===== config.mk =====
export PLATFORM = sky130hd
export DESIGN_NAME = nearest_greater_neighbors_top
export DESIGN_NICKNAME = d
export VERILOG_FILES = /design/src/sv/nng_pkg.sv /design/src/sv/nearest_greater_neighbors_top.sv /design/src/sv/nng_ram.sv
export SDC_FILE = /design/constraint.sdc
export NUM_CORES = 2
export LEC_CHECK = 0
export ABC_CLOCK_PERIOD_IN_PS = 10400
export BUFFER_PORTS_ARGS = -buffer_cell sky130_fd_sc_hd__buf_2
export CAP_MARGIN = 5
export CORE_MARGIN = 10
export CORE_UTILIZATION = 55
export DETAILED_ROUTE_END_ITERATION = 12
export PLACE_DENSITY = 0.76
export SLEW_MARGIN = 20
export SYNTH_ARGS = -nofsm -noshare
export SYNTH_HDL_FRONTEND = slang
export SYNTH_SLANG_ARGS = --single-unit
export TNS_END_PERCENT = 30

===== constraint.sdc =====
create_clock -name clk -period 10.4 [get_ports clk]
set_input_delay 1.56 -clock clk [delete_from_list [all_inputs] [get_ports clk]]
set_output_delay 1.56 -clock clk [all_outputs]
set_load 0.05 [all_outputs]

===== src/sv/nng_pkg.sv =====
// shared types and constants for the nearest greater neighbors block
package nng_pkg;

  localparam int VAL_W = 32;
  localparam int POS_W = 5;

  typedef struct packed {
    logic signed [VAL_W-1:0] value;
    logic                    last_element;
  } in_t;

  typedef struct packed {
    logic [POS_W-1:0]        element_index;
    logic                    has_left;
    logic signed [VAL_W-1:0] left_value;
    logic                    has_right;
    logic signed [VAL_W-1:0] right_value;
    logic                    status;
    logic                    run_end;
  } out_t;

  typedef struct packed {
    logic signed [VAL_W-1:0] value;
    logic [POS_W-1:0]        position;
    logic                    left_valid;
    logic signed [VAL_W-1:0] left_value;
  } ent_t;

  typedef enum logic [2:0] {
    S_IDLE,
    S_OVF,
    S_CMP,
    S_PUSH,
    S_FRD,
    S_FEND
  } state_t;

  localparam logic STATUS_OK       = 1'b0;
  localparam logic STATUS_OVERFLOW = 1'b1;

  // result record for one stack entry
  function automatic out_t make_rec(ent_t e, logic hr, logic signed [VAL_W-1:0] rv);
    out_t r;
    r.element_index = e.position;
    r.has_left      = e.left_valid;
    r.left_value    = e.left_valid ? e.left_value : '0;
    r.has_right     = hr;
    r.right_value   = hr ? rv : '0;
    r.status        = STATUS_OK;
    r.run_end       = 1'b0;
    return r;
  endfunction

endpackage


===== src/sv/nearest_greater_neighbors_top.sv =====
// nearest greater neighbors: monotonic stack kept in a synchronous ram
// sequencing: an element is accepted, pops its smaller entries, then is pushed; a last
//   element then flushes each entry, the pushed one included; an overflow element only
//   sends its rejection record; the input stalls until the block is idle again
// throughput: one pop per cycle while the output is not stalled
// reset: synchronous, clears depth, next position and handshake state, never the ram
module nearest_greater_neighbors_top #(
  parameter int MAX_LEN = 32
) (
  input  logic          clk,
  input  logic          rst,
  input  logic          in_valid,
  output logic          in_stall,
  input  nng_pkg::in_t  in_data,
  output logic          out_valid,
  input  logic          out_stall,
  output nng_pkg::out_t out_data
);

  import nng_pkg::*;

  localparam int ADDR_W = (MAX_LEN > 1) ? $clog2(MAX_LEN) : 1;
  localparam int CNT_W  = $clog2(MAX_LEN + 1);
  localparam int ENT_W  = $bits(ent_t);

  // control registers
  state_t           state, state_next;
  logic [CNT_W-1:0] count, count_next;       // live stack entries
  logic [CNT_W-1:0] next_pos, next_pos_next; // position of the next element
  logic             pend_valid, pend_valid_next;
  logic             out_valid_next;

  // payload registers
  logic signed [VAL_W-1:0] v_reg, v_reg_next;
  logic                    last_reg, last_reg_next;
  ent_t                    below, below_next;   // entry under the push slot
  logic                    below_ok, below_ok_next;
  out_t                    pend, pend_next;     // record waiting to learn its run_end
  out_t                    out_data_next;

  // ram port
  logic              ram_we, ram_re;
  logic [ADDR_W-1:0] ram_waddr, ram_raddr;
  logic [ENT_W-1:0]  ram_wdata, ram_rdata;
  ent_t              rd_ent;

  logic             accept, out_free, gt;
  logic [CNT_W-1:0] cnt_m1, cnt_m2;
  logic [31:0]      np_ext;
  ent_t             new_ent;
  out_t             ovf_rec;

  nng_ram #(
    .WIDTH(ENT_W),
    .DEPTH(MAX_LEN)
  ) u_stack_ram (
    .clk  (clk),
    .we   (ram_we),
    .waddr(ram_waddr),
    .wdata(ram_wdata),
    .re   (ram_re),
    .raddr(ram_raddr),
    .rdata(ram_rdata)
  );

  assign rd_ent   = ent_t'(ram_rdata);
  assign in_stall = (state != S_IDLE);
  assign accept   = in_valid && !in_stall;
  // output slot can take a new transaction this cycle
  assign out_free = !out_valid || !out_stall;
  assign cnt_m1   = count - CNT_W'(1);
  assign cnt_m2   = count - CNT_W'(2);
  assign np_ext   = 32'(next_pos);
  assign gt       = (v_reg > rd_ent.value);

  // entry to be pushed: an equal value below shares its left answer
  always_comb begin
    new_ent.value    = v_reg;
    new_ent.position = np_ext[POS_W-1:0];
    if (!below_ok) begin
      new_ent.left_valid = 1'b0;
      new_ent.left_value = '0;
    end else if (below.value == v_reg) begin
      new_ent.left_valid = below.left_valid;
      new_ent.left_value = below.left_value;
    end else begin
      new_ent.left_valid = 1'b1;
      new_ent.left_value = below.value;
    end
  end

  always_comb begin
    ovf_rec         = '0;
    ovf_rec.status  = STATUS_OVERFLOW;
    ovf_rec.run_end = 1'b1;
  end

  always_comb begin
    state_next      = state;
    count_next      = count;
    next_pos_next   = next_pos;
    pend_valid_next = pend_valid;
    pend_next       = pend;
    v_reg_next      = v_reg;
    last_reg_next   = last_reg;
    below_next      = below;
    below_ok_next   = below_ok;
    out_data_next   = out_data;
    out_valid_next  = out_valid && out_stall;
    ram_we          = 1'b0;
    ram_waddr       = count[ADDR_W-1:0];
    ram_wdata       = ENT_W'(new_ent);
    ram_re          = 1'b0;
    ram_raddr       = cnt_m1[ADDR_W-1:0];

    case (state)
      S_IDLE: begin
        if (accept) begin
          v_reg_next    = in_data.value;
          last_reg_next = in_data.last_element;
          below_ok_next = 1'b0;
          if (next_pos >= CNT_W'(MAX_LEN)) begin
            state_next = S_OVF;
          end else if (count != '0) begin
            // fetch the top of stack for the first compare
            ram_re     = 1'b1;
            state_next = S_CMP;
          end else begin
            state_next = S_PUSH;
          end
        end
      end

      S_OVF: begin
        if (out_free) begin
          out_data_next  = ovf_rec;
          out_valid_next = 1'b1;
          if (last_reg) begin
            count_next    = '0;
            next_pos_next = '0;
          end
          state_next = S_IDLE;
        end
      end

      S_CMP: begin
        if (gt) begin
          // pop: the earlier popped record is not the final one
          if (!pend_valid || out_free) begin
            if (pend_valid) begin
              out_data_next  = pend;
              out_valid_next = 1'b1;
            end
            pend_next       = make_rec(rd_ent, 1'b1, v_reg);
            pend_valid_next = 1'b1;
            count_next      = cnt_m1;
            if (count > CNT_W'(1)) begin
              ram_re    = 1'b1;
              ram_raddr = cnt_m2[ADDR_W-1:0];
            end else begin
              below_ok_next = 1'b0;
              state_next    = S_PUSH;
            end
          end
        end else begin
          below_next    = rd_ent;
          below_ok_next = 1'b1;
          state_next    = S_PUSH;
        end
      end

      S_PUSH: begin
        if (!pend_valid || out_free) begin
          if (pend_valid) begin
            out_data_next         = pend;
            out_data_next.run_end = !last_reg;
            out_valid_next        = 1'b1;
          end
          ram_we = 1'b1;
          if (last_reg) begin
            // pushed entry goes straight to the flush as its first record
            pend_next       = make_rec(new_ent, 1'b0, '0);
            pend_valid_next = 1'b1;
            if (count != '0) begin
              ram_re     = 1'b1;
              state_next = S_FRD;
            end else begin
              state_next = S_FEND;
            end
          end else begin
            pend_valid_next = 1'b0;
            count_next      = count + CNT_W'(1);
            next_pos_next   = next_pos + CNT_W'(1);
            state_next      = S_IDLE;
          end
        end
      end

      S_FRD: begin
        if (out_free) begin
          out_data_next  = pend;
          out_valid_next = 1'b1;
          pend_next      = make_rec(rd_ent, 1'b0, '0);
          count_next     = cnt_m1;
          if (count > CNT_W'(1)) begin
            ram_re    = 1'b1;
            ram_raddr = cnt_m2[ADDR_W-1:0];
          end else begin
            state_next = S_FEND;
          end
        end
      end

      S_FEND: begin
        if (out_free) begin
          out_data_next         = pend;
          out_data_next.run_end = 1'b1;
          out_valid_next        = 1'b1;
          pend_valid_next       = 1'b0;
          count_next            = '0;
          next_pos_next         = '0;
          state_next            = S_IDLE;
        end
      end

      default: begin
        state_next = S_IDLE;
      end
    endcase
  end

  always_ff @(posedge clk) begin
    if (rst) begin
      state      <= S_IDLE;
      count      <= '0;
      next_pos   <= '0;
      pend_valid <= 1'b0;
      out_valid  <= 1'b0;
    end else begin
      state      <= state_next;
      count      <= count_next;
      next_pos   <= next_pos_next;
      pend_valid <= pend_valid_next;
      out_valid  <= out_valid_next;
    end
  end

  always_ff @(posedge clk) begin
    v_reg    <= v_reg_next;
    last_reg <= last_reg_next;
    below    <= below_next;
    below_ok <= below_ok_next;
    pend     <= pend_next;
    out_data <= out_data_next;
  end

  // stack depth never exceeds its capacity
  a_count_max: assert property (@(posedge clk) disable iff (rst)
    count <= CNT_W'(MAX_LEN))
    else $error("stack depth beyond capacity");

  // the stack never holds more entries than elements taken in this run
  a_count_pos: assert property (@(posedge clk) disable iff (rst)
    count <= next_pos)
    else $error("stack deeper than element count");

  // no record is left pending once the block is idle
  a_idle_pend: assert property (@(posedge clk) disable iff (rst)
    (state == S_IDLE) |-> !pend_valid)
    else $error("pending record left at idle");

  // an overflow transaction always closes its input's results
  a_ovf_end: assert property (@(posedge clk) disable iff (rst)
    (out_valid && out_data.status == STATUS_OVERFLOW) |-> out_data.run_end)
    else $error("overflow transaction without run end");

endmodule


===== src/sv/nng_ram.sv =====
// generic single-port-write, single-port-read ram with registered read
module nng_ram #(
  parameter int WIDTH = 8,
  parameter int DEPTH = 32
) (
  input  logic                     clk,
  input  logic                     we,
  input  logic [$clog2(DEPTH)-1:0] waddr,
  input  logic [WIDTH-1:0]         wdata,
  input  logic                     re,
  input  logic [$clog2(DEPTH)-1:0] raddr,
  output logic [WIDTH-1:0]         rdata
);

  logic [WIDTH-1:0] mem [DEPTH];

  always_ff @(posedge clk) begin
    if (we) begin
      mem[waddr] <= wdata;
    end
    if (re) begin
      rdata <= mem[raddr];
    end
  end

endmodule


# Yosys cells after proc, flatten, opt, wreduce, memory -nomap -nowiden
# Memory sizes are Yosys's and may differ from the RTL's. A register that Yosys moved wholly into a read port is not among the register bits.
# Cells that the tools add are included.
# classes
n_bitwise	1
n_mux	79
add_sub_neg	4
reduce_logical	28
n_shift	0
n_mul	0
eq_ne	22
magnitude_cmp	3
n_div	0
# op_table
op	n
two-way mux 73 bit	13
case mux 73 bit (5 select lines)	1
case mux 73 bit (3 select lines)	1
two-way mux 33 bit	2
two-way mux 32 bit	2
two-way mux 6 bit	10
== test 32 bit	1
> comparator 32 bit	1
case mux 6 bit (5 select lines)	1
two-way mux 1 bit	28
two-way mux 3 bit	9
!= test 2 bit, second input constant	13
two-way mux 5 bit	4
case mux 6 bit (3 select lines)	1
AND reduction 9 bit	2
case mux 3 bit (5 select lines)	1
adder 6 x 1 -> 6 bit, second input constant	2
AND reduction 6 bit	2
nonzero test 3 bit	4
case mux 5 bit (2 select lines)	1
AND reduction 7 bit	1
== test 3 x 2 -> 1 bit, second input constant	2
== test 3 bit, second input constant	2
>= comparator 6 bit, second input constant	1
23 further kinds	32
# word_totals
memories	1
latchBits	0
register_bits	262
mem_bits_rw	2240
in_bits	37
output_inout_bits	75
word_cells	163
rom_bits	0
# mem_list
memory	depth	width	rd	rd_clocked_by_memory_dff	wr	line_no	source
u_stack_ram.mem	32	70	1	1	1	nng_ram.sv:15	logic [WIDTH-1:0] mem [DEPTH];

# Logic depth before layout (Yosys ltp)
# logic_depth
ltp_word	7
mapped_depth	18
ltp_nobuf	14

# By module
# A second synthesis with hierarchy kept.
# unflattened
cells_unflattened	4256
area_unflattened_um2	98779.7
# modules_own_cells
module	area_each_um2	seq_area_each_um2	instances	cells_per_inst
nng_ram	87079.8	69366.5	1	3388
nearest_greater_neighbors_top	11700.0	7637.3	1	868

# Worst setup path before layout
# Ideal clock, no wire load.
# synth_path
path_kind	register to register
startpoint	reg v_reg[31]
endpoint	reg out_data[0] (netlist bit) (enable)
path_buffers	0
stages_incl_launch_ff	11
slack_ps	1867
setup_ps	613
arrival_time_ps	7920
t_required_ps	9787
period_less_slack_ps	8533
cell_sequence	edfxtp_1 ha_1 nand4_2 or3b_1 a31oi_1 a211oi_2 a21oi_1 a21oi_1 nor2_1 o21ai_0 a211oi_1
# synth_between
elab_chain_cells	3
# synth_rtl
element	line_no	source
start, declared	nearest_greater_neighbors_top.sv:34	logic signed [VAL_W-1:0] v_reg, v_reg_next;
start signal, assigned	nearest_greater_neighbors_top.sv:249	v_reg <= v_reg_next;
> comparator 32 bit	nearest_greater_neighbors_top.sv:74	assign gt = (v_reg > rd_ent.value);
!= test 2 bit (no line)	-	
AND reduction 9 bit (no line)	-	
end signal, assigned	nearest_greater_neighbors_top.sv:254	out_data <= out_data_next;
end, declared	nearest_greater_neighbors_top.sv:17	output nng_pkg::out_t out_data
# No other way between the ends.
# A chain may end at the register's enable or synchronous reset.

# Worst setup path after layout
# layout_path
startpoint	reg v_reg[15]
endpoint	reg u_stack_ram.rdata[59] (read register of u_stack_ram.mem), data pin
# layout_between
elab_chain_cells	3
elab_cells_between_ends	5
cone_classes	order compare (1); mux (4)
# layout_rtl
element	line_no	source
> comparator 32 bit (*)	nearest_greater_neighbors_top.sv:74	
two-way mux 1 bit or two-way mux 5 bit (tied branches)	nearest_greater_neighbors_top.sv:147	if (gt) begin
case mux 1 bit (4 select lines) or case mux 5 bit (2 select lines) (tied branches)	nearest_greater_neighbors_top.sv:116	case (state)
end, declared	nng_ram.sv:12	output logic [WIDTH-1:0] rdata
# Mark *: on every way between the ends. The rest lies on a longest branch, timed or not.

==> flow_summary.toml <==
[clock_tree]
cts_setup_buffers = 0
clockRootBuffer = "clkbuf_16"
clk_path_buf_depth = 3
cts_tree = "done"
hold_buffers = 0
insertion_delay_ns = 0.93
ctsHtreeMaxLevel = 4
cts_made_buffers = 233
clk_pin_slew_ns = 0.07
post_cts_resized = 0
cts.sinks = 2570

[worst_setup_path]
startpoint_type = "register"
reg2reg_from = "v_reg[15]"
worstSetupPathType = "register to register"
crit_slowest_cell = "and2_1"
worstPathCellList = "buf_4 > ha_1 > nand4_1 > nor4_1 > nand2_2 > and3_1 > a32o_1 > o211ai_1 > o311a_4 > and2_1 > nand2_4 > buf_4 > a21oi_1 > nor4_1 > and3_1"
crit_path_end_kind = "register"
rr_endpoint = "u_stack_ram.rdata[59]"
crit_path_max_incr_delay_ns = 0.99
crit_fanout = 35
arrival_ns = 7.51
r2r_slack_ns = 3.55
worstRegToRegCells = 15
cp_data_required_time_ns = 11.06

[die]
fp.dieW_um = 451
dieArea_um2 = 203000
pin_count = 112
start_util_pct = 55.5
rows = 157
die_y_um = 451
core_area_um2 = 184000

[grt]
grtUsageMet2_pct = 41.5
grt_pass1_vias = 61865
grt.total_usage_pct = 28.0
grt_max_degree = 188
overflow = 0
met1_usage_pct = 37.9
use_met3_pct = 8.31
grt_pass1_wl_mm = 422
grt-busiest-layer = "met2"
antenna_found_initial = 24

[synth]
synth_edf_count = 2553
syn_nets = 7363
netlist_area_um2 = 102000
yosys_warnings = 0
synth_cell_types = 76
synthCells = 7284
ys_async_sr_fraction_pct = 0
ys_seq_elements = 2570
ys_seq_area_share_pct = 75.5
synth.avg_cell_area_um2 = 14.0
ys.flop_type = "edfxtp_1"

[outcome]
status = "finished, final reports clean"

[sta]
rsz0062_at_grt = "false"
min_period_ns = 6.85
setup_viol = 0
slew_violations = 0
fin_skew_ns = 0.0811
final_hold_viol_count = 0
tightest_slew_ns = 1.23
period_share_pct = 65.8
max_freq_ghz = 0.146
slew_headroom_pct = 17.8
finalSetupTns_ns = 0

[drt]
viasPerCell = 6.55
firstDrtPassIters = 9
wl_mm = 296
wl_per_cell_um = 29.6
ant_nets = 0
drc = 0
dr_total_vias = 65456
drtIter0Drc = 12510

[place]
gp_congestion = 0.967
io_buffers = 111
dp_hpwl_mm = 154

[layout]
top_register = "u_stack_ram.mem"
syn_to_final_growth_pct = 10.8
seqCellArea_um2 = 77000
drive_gt1_share_pct = 10.7
fillers = 12782
final_util_pct = 61.5
largest_reg_flops = 2240
nets = 7408
multiInputGateArea_um2 = 23000
reg_top3 = "u_stack_ram.mem x2240, out_data x73, pend x71"

[hold_path]
hold_path_class = "register to register"
min_path_cells = 0
hp-start = "u_stack_ram.rdata[64]"
min_to = "below[64]"

[job]
cap_violations = 0
critical path, delay by kind of cell (launching register included):
| kind | cells | cell delay (ns) |
|---|---|---|
| simple gates | 8 | 3.56 |
| buf+inv | 2 | 0.81 |
| flops | 1 | 0.38 |
| compound gates | 4 | 1.32 |
| fa+ha+maj | 1 | 0.40 |
through the flow:
step           cell area, um^2  instances  worst slack [ns]  hold WS [ns]
2_1_floorplan           102000       7284              1.87         0.417
4_1_cts                 113000       9984              3.93         0.456
3_5_place_dp            105000       9557              3.90         0.436
6_report                113000       9992              3.55         0.455
3_3_place_gp            105000       9556              4.03         0.437
5_1_grt                 113000       9987              3.66         0.470
routing by layer:
layer | vias up | wire, um
met4 | 14 | 16700
met1 | 31941 | 103000
met2 | 5257 | 130000
met3 | 999 | 46100
li1 | 27245 | -
met5 | - | 87
how the worst max path moves through the flow:
stage,to,cells past startpoint,from,slack [ns]
3_5_place_dp,u_stack_ram.rdata[64],13,out_stall,3.90
5_1_grt,u_stack_ram.rdata[64],15,v_reg[15],3.66
2_1_floorplan,out_data[0],10,v_reg[31],1.87
4_1_cts,u_stack_ram.rdata[59],15,v_reg[15],3.93
3_3_place_gp,u_stack_ram.rdata[59],13,out_stall,4.03
6_report,u_stack_ram.rdata[59],15,v_reg[15],3.55
cell type report:
class                   count  area share, %
flip-flops and latches   2570           68.2
multi-input cells        4199           20.4
clock buffers             280           5.35
well taps                2464           2.73
repair buffers            282           1.78
clock inverters           147           1.42
inverters                  43          0.143
diodes                      7         0.0155
layout by cell type (no fill, tap or decap), types with 55 or more instances in the layout:
cell,count
clkbuf_16,235
and3_1,378
nand2_1,1968
buf_4,157
a31oi_1,317
buf_2,111
nand3_1,427
o22ai_1,87
and2_1,80
edfxtp_1,2553
a211oi_1,78
a21oi_1,145
o21ai_0,55
synth_stat cells, types with 37 or more instances:
cell / number / share of area (%)
edfxtp_1: 2553 / 75
o22ai_1: 87 / 0.53
a32o_1: 42 / 0.41
o22a_1: 37 / 0.32
o21ai_0: 55 / 0.27
ha_1: 42 / 0.52
and2_1: 82 / 0.50
nand3_1: 427 / 2.1
nand2_1: 1972 / 7.3
a21oi_1: 146 / 0.72
xor2_1: 38 / 0.33
and3_1: 380 / 2.3
inv_1: 43 / 0.16
nor4_2: 48 / 0.59
buf_2: 210 / 1.0
clkbuf_1: 195 / 0.72
a31oi_1: 317 / 1.9
mux2i_1: 55 / 0.54
nor2_1: 86 / 0.32
a211oi_1: 79 / 0.58
nand4_1: 43 / 0.26
cells by family (layout without fill, tap and decap cells):
kind of cell | Yosys count | in the layout | synth area share [%]
flops | 2570 | 2570 | 75.5
fa+ha+maj | 42 | 42 | 0.515
other cells | 0 | 7 | 0
buf+inv | 515 | 752 | 2.44
compound gates | 907 | 907 | 6.16
mux | 77 | 77 | 1.01
xor+xnor | 41 | 41 | 0.389
simple gates | 3132 | 3132 | 14.0
Power is not shown: default switching activity piles up to over one toggle a cycle in this logic, so the estimate is an artifact.
